--- config.mk ---
export PLATFORM = sky130hd
export DESIGN_NAME = hashed_radio_channel_select_unit
export DESIGN_NICKNAME = d
export VERILOG_FILES = /design/src/rtl/core/hrcs_pkg.sv /design/src/rtl/core/hrcs_divider.sv /design/src/rtl/core/hashed_radio_channel_select_unit.sv
export SDC_FILE = /design/constraint.sdc
export NUM_CORES = 2
export LEC_CHECK = 0
export BUFFER_PORTS_ARGS = -buffer_cell sky130_fd_sc_hd__buf_2
export CAP_MARGIN = 20
export CORE_MARGIN = 5
export CORE_UTILIZATION = 55
export CTS_CLUSTER_DIAMETER = 40
export DETAILED_ROUTE_END_ITERATION = 10
export PLACE_DENSITY = 0.76
export SETUP_SLACK_MARGIN = 0.2
export SYNTH_ARGS = -nofsm -noshare
export SYNTH_HDL_FRONTEND = slang
export SYNTH_HIERARCHICAL = 1
export SYNTH_SLANG_ARGS = --single-unit
--- constraint.sdc ---
create_clock -name clk -period 8.3 [get_ports clk]
set_clock_uncertainty 0.1 [all_clocks]
set_input_delay 0.83 -clock clk [delete_from_list [all_inputs] [get_ports clk]]
set_output_delay 0.83 -clock clk [all_outputs]
set_load 0.01 [all_outputs]
--- src/rtl/core/hrcs_pkg.sv ---
package hrcs_pkg;

  localparam int FREQ_W  = 26;
  localparam int BW_W    = 16;
  localparam int HASH_W  = 32;
  localparam int BYTE_W  = 8;
  localparam int CFG_IDX_W = 2;

  localparam int DVD_W   = HASH_W;
  localparam int DVS_W   = FREQ_W;
  localparam int DCNT_W  = $clog2(DVD_W);

  localparam logic [HASH_W-1:0] HASH_SEED = 32'd5381;
  localparam logic [FREQ_W-1:0] FREQ_MAX  = {FREQ_W{1'b1}};

  localparam logic [CFG_IDX_W-1:0] CFG_BAND_START = 2'd0;
  localparam logic [CFG_IDX_W-1:0] CFG_BAND_END   = 2'd1;
  localparam logic [CFG_IDX_W-1:0] CFG_SPACING    = 2'd2;
  localparam logic [CFG_IDX_W-1:0] CFG_BANDWIDTH  = 2'd3;

  typedef struct packed {
    logic              start;
    logic [DVD_W-1:0]  dividend;
    logic [DVS_W-1:0]  divisor;
  } div_ctl_t;

  typedef struct packed {
    logic              busy;
    logic              done;
    logic [DVD_W-1:0]  quotient;
    logic [DVS_W-1:0]  remainder;
  } div_sts_t;

endpackage

--- src/rtl/core/hrcs_divider.sv ---
module hrcs_divider (
  input  logic               clk,
  input  logic               rst_n,
  input  hrcs_pkg::div_ctl_t ctl,
  output hrcs_pkg::div_sts_t sts
);
  import hrcs_pkg::*;

  logic              busy_r, busy_nxt;
  logic              done_r, done_nxt;
  logic [DCNT_W-1:0] cnt_r, cnt_nxt;
  logic [DVD_W-1:0]  dvd_r, dvd_nxt;
  logic [DVS_W-1:0]  dvs_r, dvs_nxt;
  logic [DVS_W:0]    rem_r, rem_nxt;
  logic [DVS_W:0]    rem_sh;
  logic              fits;

  assign rem_sh = {rem_r[DVS_W-1:0], dvd_r[DVD_W-1]};
  assign fits   = rem_sh >= {1'b0, dvs_r};

  always_comb begin
    busy_nxt = busy_r;
    done_nxt = 1'b0;
    cnt_nxt  = cnt_r;
    dvd_nxt  = dvd_r;
    dvs_nxt  = dvs_r;
    rem_nxt  = rem_r;
    if (ctl.start) begin
      busy_nxt = 1'b1;
      cnt_nxt  = '0;
      dvd_nxt  = ctl.dividend;
      dvs_nxt  = ctl.divisor;
      rem_nxt  = '0;
    end else if (busy_r) begin
      rem_nxt = fits ? (rem_sh - {1'b0, dvs_r}) : rem_sh;
      dvd_nxt = {dvd_r[DVD_W-2:0], fits};
      cnt_nxt = cnt_r + 1'b1;
      if (cnt_r == DCNT_W'(DVD_W - 1)) begin
        busy_nxt = 1'b0;
        done_nxt = 1'b1;
      end
    end
  end

  always_ff @(posedge clk) begin
    if (!rst_n) begin
      busy_r <= 1'b0;
      done_r <= 1'b0;
      cnt_r  <= '0;
    end else begin
      busy_r <= busy_nxt;
      done_r <= done_nxt;
      cnt_r  <= cnt_nxt;
    end
    dvd_r <= dvd_nxt;
    dvs_r <= dvs_nxt;
    rem_r <= rem_nxt;
  end

  assign sts.busy      = busy_r;
  assign sts.done      = done_r;
  assign sts.quotient  = dvd_r;
  assign sts.remainder = rem_r[DVS_W-1:0];

endmodule

--- src/rtl/core/hashed_radio_channel_select_unit.sv ---
// A byte not marked last is hashed in its accept cycle; the next may follow at once.
// A byte marked last starts its item: 32 divider steps for the count, one reload and 32
// steps for hash modulo count, then remainder, multiply and output load.
// Throughput: one byte per cycle inside a name; after a last byte the next is taken only once
// its item is loaded for output, later still while the previous item waits for out_ready.
// Reset (rst_n synchronous, active low): config registers to 0, running hash to 5381, no item held.
module hashed_radio_channel_select_unit (
  input  logic                          clk,
  input  logic                          rst_n,
  input  logic                          cfg_wr_en,
  input  logic [hrcs_pkg::CFG_IDX_W-1:0] cfg_index,
  input  logic [hrcs_pkg::FREQ_W-1:0]    cfg_wdata,
  input  logic                          in_valid,
  output logic                          in_ready,
  input  logic [hrcs_pkg::BYTE_W-1:0]    in_name_byte,
  input  logic                          in_name_last,
  output logic                          out_valid,
  input  logic                          out_ready,
  output logic [hrcs_pkg::FREQ_W-1:0]    out_channel_index,
  output logic [hrcs_pkg::FREQ_W-1:0]    out_centre_frequency,
  output logic [hrcs_pkg::HASH_W-1:0]    out_name_hash
);
  import hrcs_pkg::*;

  localparam logic [2:0] S_IDLE = 3'd0;
  localparam logic [2:0] S_DIV1 = 3'd1;
  localparam logic [2:0] S_DIV2 = 3'd2;
  localparam logic [2:0] S_MUL  = 3'd3;
  localparam logic [2:0] S_OUT  = 3'd4;

  localparam int PROD_W = FREQ_W + BW_W;
  localparam int SUM_W  = PROD_W + 1;

  logic [FREQ_W-1:0] band_start_r, band_end_r;
  logic [BW_W-1:0]   spacing_r, bandwidth_r;

  logic [2:0]        state_r, state_nxt;
  logic [HASH_W-1:0] run_hash_r, run_hash_nxt;
  logic [HASH_W-1:0] fin_hash_r, fin_hash_nxt;
  logic [FREQ_W-1:0] count_r, count_nxt;
  logic [FREQ_W-1:0] idx_r, idx_nxt;
  logic [PROD_W-1:0] prod_r, prod_nxt;

  logic              out_valid_r, out_valid_nxt;
  logic [FREQ_W-1:0] out_idx_r, out_idx_nxt;
  logic [FREQ_W-1:0] out_freq_r, out_freq_nxt;
  logic [HASH_W-1:0] out_hash_r, out_hash_nxt;

  logic              in_acc;
  logic [HASH_W-1:0] hash_new;
  logic [BW_W:0]     div_sum;
  logic              degenerate;
  logic [FREQ_W-1:0] count_q;
  logic [SUM_W-1:0]  centre_sum;
  logic              out_free;

  div_ctl_t div_ctl;
  div_sts_t div_sts;

  hrcs_divider u_div (
    .clk  (clk),
    .rst_n(rst_n),
    .ctl  (div_ctl),
    .sts  (div_sts)
  );

  always_ff @(posedge clk) begin
    if (!rst_n) begin
      band_start_r <= '0;
      band_end_r   <= '0;
      spacing_r    <= '0;
      bandwidth_r  <= '0;
    end else if (cfg_wr_en) begin
      case (cfg_index)
        CFG_BAND_START: band_start_r <= cfg_wdata;
        CFG_BAND_END:   band_end_r   <= cfg_wdata;
        CFG_SPACING:    spacing_r    <= cfg_wdata[BW_W-1:0];
        CFG_BANDWIDTH:  bandwidth_r  <= cfg_wdata[BW_W-1:0];
        default: ;
      endcase
    end
  end

  assign in_ready   = (state_r == S_IDLE);
  assign in_acc     = in_valid && in_ready;
  assign hash_new   = (run_hash_r << 5) + run_hash_r + {{(HASH_W-BYTE_W){1'b0}}, in_name_byte};
  assign div_sum    = {1'b0, spacing_r} + {1'b0, bandwidth_r};
  assign degenerate = (div_sum == '0) || (band_end_r < band_start_r);
  assign count_q    = (degenerate || (div_sts.quotient == '0))
                      ? FREQ_W'(1) : div_sts.quotient[FREQ_W-1:0];
  assign centre_sum = {{(SUM_W-FREQ_W){1'b0}}, band_start_r}
                    + {{(SUM_W-BW_W+1){1'b0}}, bandwidth_r[BW_W-1:1]}
                    + {1'b0, prod_r};
  assign out_free   = !out_valid_r || out_ready;

  always_comb begin
    state_nxt     = state_r;
    run_hash_nxt  = run_hash_r;
    fin_hash_nxt  = fin_hash_r;
    count_nxt     = count_r;
    idx_nxt       = idx_r;
    prod_nxt      = prod_r;
    out_valid_nxt = out_valid_r && !out_ready;
    out_idx_nxt   = out_idx_r;
    out_freq_nxt  = out_freq_r;
    out_hash_nxt  = out_hash_r;
    div_ctl.start    = 1'b0;
    div_ctl.dividend = {{(DVD_W-FREQ_W){1'b0}}, band_end_r - band_start_r};
    div_ctl.divisor  = {{(DVS_W-BW_W-1){1'b0}}, div_sum};
    case (state_r)
      S_IDLE: begin
        if (in_acc) begin
          if (in_name_last) begin
            fin_hash_nxt  = hash_new;
            run_hash_nxt  = HASH_SEED;
            div_ctl.start = 1'b1;
            state_nxt     = S_DIV1;
          end else begin
            run_hash_nxt = hash_new;
          end
        end
      end
      S_DIV1: begin
        if (div_sts.done) begin
          count_nxt        = count_q;
          div_ctl.start    = 1'b1;
          div_ctl.dividend = fin_hash_r;
          div_ctl.divisor  = count_q;
          state_nxt        = S_DIV2;
        end
      end
      S_DIV2: begin
        if (div_sts.done) begin
          idx_nxt   = div_sts.remainder;
          state_nxt = S_MUL;
        end
      end
      S_MUL: begin
        prod_nxt  = idx_r * bandwidth_r;
        state_nxt = S_OUT;
      end
      S_OUT: begin
        if (out_free) begin
          out_valid_nxt = 1'b1;
          out_idx_nxt   = idx_r;
          out_freq_nxt  = (centre_sum[SUM_W-1:FREQ_W] != '0)
                          ? FREQ_MAX : centre_sum[FREQ_W-1:0];
          out_hash_nxt  = fin_hash_r;
          state_nxt     = S_IDLE;
        end
      end
      default: state_nxt = S_IDLE;
    endcase
  end

  always_ff @(posedge clk) begin
    if (!rst_n) begin
      state_r     <= S_IDLE;
      run_hash_r  <= HASH_SEED;
      out_valid_r <= 1'b0;
    end else begin
      state_r     <= state_nxt;
      run_hash_r  <= run_hash_nxt;
      out_valid_r <= out_valid_nxt;
    end
    fin_hash_r <= fin_hash_nxt;
    count_r    <= count_nxt;
    idx_r      <= idx_nxt;
    prod_r     <= prod_nxt;
    out_idx_r  <= out_idx_nxt;
    out_freq_r <= out_freq_nxt;
    out_hash_r <= out_hash_nxt;
  end

  assign out_valid            = out_valid_r;
  assign out_channel_index    = out_idx_r;
  assign out_centre_frequency = out_freq_r;
  assign out_name_hash        = out_hash_r;

  a_reseed: assert property (@(posedge clk) disable iff (!rst_n)
    (in_acc && in_name_last) |=> (run_hash_r == HASH_SEED))
    else $error("running hash not reseeded after last item");

  a_idx_range: assert property (@(posedge clk) disable iff (!rst_n)
    (state_r == S_MUL) |-> (idx_r < count_r))
    else $error("channel index not below channel count");

  a_div_idle: assert property (@(posedge clk) disable iff (!rst_n)
    (state_r == S_IDLE) |-> !div_sts.busy)
    else $error("divider busy while idle");

  a_div2_done: assert property (@(posedge clk) disable iff (!rst_n)
    (state_r == S_DIV2 && div_sts.done) |=> (state_r == S_MUL))
    else $error("missed divider completion");

endmodule
; ---- Word level (Yosys, flattened, before mapping)
; Cells that the tools add are included.
[classes]
n_addsub = 8
n_mul = 1
order_cmp = 2
n_eq_ne = 13
muxes = 22
n_bitwise = 4
reduce_logical = 25
[op_table]
columns = operator, count
row1 = 2-to-1 mux 32 bit, 3
row2 = 2-to-1 mux 59 bit, 1
row3 = 2-to-1 mux 58 bit, 1
row4 = 2-to-1 mux 26 bit, 2
row5 = subtractor 26 bit, 2
row6 = adder 27 x 42 -> 43 bit, 1
row7 = multiplier 26 x 16 -> 42 bit, 1
row8 = adder 32 bit, 1
row9 = adder 32 x 8 -> 32 bit, 1
row10 = logical NOT 32 bit, 1
row11 = adder 26 x 15 -> 27 bit, 1
row12 = >= comparator 27 x 26 -> 1 bit, 1
row13 = < comparator 26 bit, 1
row14 = adder 16 x 16 -> 17 bit, 1
row15 = logical NOT 17 bit, 1
row16 = nonzero test 17 bit, 1
row17 = 2-to-1 mux 3 bit, 5
row18 = one-hot mux 3 bit (5 select lines), 1
row19 = AND reduction 2 bit, 7
row20 = 2-to-1 mux 1 bit, 8
row21 = "inequality test 2 x 1 -> 1 bit, second input constant", 4
row22 = "== test 3 x 2 -> 1 bit, second input constant", 2
row23 = OR reduction 3 bit, 2
row24 = "adder 5 x 1 -> 5 bit, second input constant", 1
row25 = 17 further kinds, 25
[totals]
reg_bits = 395
output_inout_bits = 86

; ---- Depth between registers and ports, before layout
[depth]
word_depth = 8
mapped_depth = 27

; ---- Modules after synthesis
; Netlist, hierarchy kept.
[modules_own_cells]
columns = module, instances, cells_per_inst, area_per_inst_um2, seq_area_each_um2
row1 = hashed_radio_channel_select_unit, 1, 3251, 30150.2, 7927.6
row2 = hrcs_divider, 1, 446, 5064.9, 2402.3

; ---- Least setup slack after synthesis
; OpenSTA, ideal clock, no wires.
[synth_path]
path_type = flip-flop to flip-flop
from = reg bandwidth_r[7]
to = reg prod_r[40], data pin
setup_time_ps = 258
t_arrival_ps = 6418
slack_ps = 1524
path_stages_with_launch = 25
n_path_buf = 3
path_cell_list = dfxtp_1 clkbuf_1 clkbuf_1 nand2_1 fa_1 inv_1 fa_1 fa_1 fa_1 fa_1 inv_1 fa_1 inv_1 ha_1 clkbuf_1 nand2_1 or4_1 o21ai_0 nor3b_1 nor4_1 o221ai_1 nand3_1 o21ai_0 a21oi_1 xnor2_1
[synth_between]
elab_chain_cells = 1
[synth_rtl]
columns = item, line
row1 = "start, declared", hashed_radio_channel_select_unit.sv:35  ; logic [BW_W-1:0] spacing_r, bandwidth_r;
row2 = "start signal, assigned", hashed_radio_channel_select_unit.sv:78  ; CFG_BANDWIDTH: bandwidth_r <= cfg_wdata[BW_W-1:0];
row3 = multiplier 26 x 16 -> 42 bit, hashed_radio_channel_select_unit.sv:139  ; prod_nxt = idx_r * bandwidth_r;
row4 = "end signal, assigned", hashed_radio_channel_select_unit.sv:169  ; prod_r <= prod_nxt;
row5 = "end, declared", hashed_radio_channel_select_unit.sv:42  ; logic [PROD_W-1:0] prod_r, prod_nxt;
; No other way between the ends.
; A chain may end at the register's enable or synchronous reset.

; ---- Worst setup path in the final report
[layout_path]
from = reg bandwidth_r[5]
to = reg prod_r[40], data pin
; Same word-level chain as after synthesis.

==> flow_summary_export.csv <==
group,metric,value,unit
detailed_routing,wl_met2,45500,µm
detailed_routing,ant_nets,0,
detailed_routing,drt_iter0_drc,2420,
clocking,clockBufferDepth,3,
sta,slew_headroom,27.6,%
detailed_routing,first_pass_iters,6,
sta,fin_crit,7220,ps
floorplanning,fp-row-count,92,
pwr,ir_drop,0.255,mV
synthesis,syn_avg_cell_area,9.53,µm²
worst_setup_path,r2r-end,"prod_r[40]$_DFFE_PP_",
detailed_routing,dr_wl_met3,8030,µm
grt,grt_pass1_vias,27312,
worst_setup_path,cp.required,8570,ps
clocking,cts_sinks,395,
worst_setup_path,max_stage_delay,730,ps
place,dp_slack,1110,ps
clocking,postCtsSetupRepairBufs,0,
floorplanning,die_w,263,µm
worst_setup_path,worstRegToRegCells,23,
detailed_routing,route.detailed.drc,0,
final_layout,nets,4463,
sta,hold_violations,0,
worst_setup_path,worstSetupEndpointType,"flip-flop",
synthesis,yosysWarnings,6,
synthesis,netlist_area,0.0352,mm²
final_layout,synthToLayoutAreaGrowth,10.3,%
place,place_congestion,0.953,
sta,finalCritPeriodShare,87.0,%
place,hpwlAfterDp,74500,µm
clocking,tritoncts,"yes",
worst_setup_path,slowest_stage,"dfxtp_1",
clocking,clkTransAtPathRegs,60,ps
sta,finalSetupViolations,0,
detailed_routing,wl_met1,38700,µm
job,maxCapViolCount,0,
pwr,power_density,198,mW/mm²
grt,grt_pass1_wl,151000,µm
clocking,root_buffer,"clkbuf_16",
synthesis,synth_nets,4374,
clocking,cts.repair.resized,0,
worst_setup_path,regToRegSetupSlack,1080,ps
sta,worst_pin_slew,1090,ps
grt,grt_start_max_net_pins,98,
place,port_buffers,127,
worst_setup_path,path_max_fanout,16,
floorplanning,initial_core_util,55.7,%
worst_setup_path,cpMostUsedCell,"fa_1",
worst_setup_path,reg2reg_from,"bandwidth_r[5]$_SDFFE_PN0P_",
clocking,htreeDepth,2,
clocking,hold_buffers,0,
grt,grt_usage,27.1,%
worst_setup_path,endpoint,"prod_r[40]$_DFFE_PP_",
clocking,clk_latency,640,ps
sta,grt_setup_unrepaired,"false",
floorplanning,io-pin-count,128,
worst_setup_path,critPathKind,"flip-flop to flip-flop",
floorplanning,core,0.0632,mm²
worst_setup_path,startpoint,"bandwidth_r[5]$_SDFFE_PN0P_",
detailed_routing,routed_wl,95700,µm
worst_setup_path,arrival,7490,ps
sta,worst_slack,1080,ps
synthesis,postSynthCellCount,3696,
floorplanning,die-area,0.0692,mm²
detailed_routing,drt-wirelength-per-cell,20.4,µm
detailed_routing,top_layer,"met5",
floorplanning,die_height,263,µm
detailed_routing,vias,27185,
clocking,cts_made_buffers,59,
final_layout,final_layout_size_suffix_gt1_share,10.2,%
final_layout,fillerInstances,5173,
sta,clock.fmax,138,MHz
worst_setup_path,crit_chain,"buf_4 -> and2_1 -> fa_1 -> inv_1 -> fa_1 -> inv_1 -> fa_1 -> fa_1 -> fa_1 -> inv_1 -> fa_1 -> inv_1 -> ha_1 -> nand4_1 -> or4_1 -> o21ai_0 -> nor3b_1 -> nor4_1 -> o221ai_1 -> nand3_1 -> o21ai_0 -> a21oi_1 -> xnor2_1",
final_layout,antenna_cells,0,
grt,grt_antenna_before_repair,2,
min_path,hold_class,"primary input to flip-flop",
pwr,p_leak,17.0,nW
run_status,status,"complete, no violations",
detailed_routing,viasPerCell,5.81,
sta,finalMaxSlewViolations,0,
sta,fin_setup_tns,0,ps
grt,globalRouteOverflowTotal,0,
worst_setup_path,critical_path.startpoint_type,"flip-flop",
worst min-delay path by stage:
stage,to,cells past startpoint,start
finish,band_start_r[18]$_SDFFE_PN0P_,3,cfg_wdata[18]
global route,band_start_r[17]$_SDFFE_PN0P_,3,cfg_wdata[17]
CTS,band_end_r[22]$_SDFFE_PN0P_,3,cfg_wdata[22]
detailed placement,out_name_hash[19]$_DFFE_PP_,0,fin_hash_r[19]$_DFFE_PP_
global placement,out_name_hash[29]$_DFFE_PP_,0,fin_hash_r[29]$_DFFE_PP_
floorplan,out_name_hash[26]$_DFFE_PP_,0,fin_hash_r[26]$_DFFE_PP_
per-stage QoR:
stage	utilization (%)	hold WS, ps	instance area, µm²	cells	power (mW)
5_1_grt	61.5	327	38800	4682	8.10
6_report	61.5	340	38800	4682	7.69
4_1_cts	61.4	315	38800	4680	7.71
3_5_place_dp	58.0	335	36700	4568	5.01
2_1_floorplan	-	317	35200	3696	4.40
3_3_place_gp	58.0	328	36700	4567	4.98
cell type report:
class | instances | area, µm² | share of cell area [%]
clock inverter | 49 | 632 | 1.63
timing repair buffer | 176 | 1020 | 2.62
sequential | 395 | 10300 | 26.6
inverter | 465 | 1750 | 4.50
clock buffer | 63 | 1510 | 3.89
multi-input combinational | 2688 | 22500 | 58.0
tap | 846 | 1060 | 2.73
where the power goes:
part           internal [mW]  switching (mW)
combinational          0.939            1.41
sequential              2.44           0.229
clock                   1.62            1.06
total                   5.00            2.69
registers in the layout (all words and copies together) (netlist names), 26 cells and up:
register              cells
idx_r                    26
band_start_r             26
out_channel_index        26
u_div/dvs_r              26
band_end_r               26
u_div/dvd_r              32
run_hash_r               32
out_name_hash            32
out_centre_frequency     26
prod_r                   42
fin_hash_r               32
u_div/rem_r              26
metal layers:
metal  track usage (%)  vias up
li1                  -    12557
met1              36.0    13244
met2              45.4     1180
met3              4.95      202
met4              8.65        2
met5                 0        -
worst max-delay path: cells and delay by family (launching register included):
family / cells / cell delay (ps)
and+or+nand+nor: 6 / 1320
AOI/OAI and AO/OA: 4 / 900
buffers and inverters: 5 / 580
adders and majority gates: 7 / 3190
DFF: 1 / 730
xor gates and xnor gates: 1 / 140
placed cells by master (no fill, tap or decap), drive strengths merged, types with 33 or more instances in the layout:
master  instances
clkbuf         63
nor3           35
edfxtp        242
a211oi         40
a21o           54
and2          202
fa            357
xnor2          93
mux2           39
inv           486
o21ai         111
ha            279
buf           176
nand3          33
nand2         562
dfxtp         153
a21oi         236
nand4          33
nor2          190
xor2           52
(Power assumes the default switching activity.)
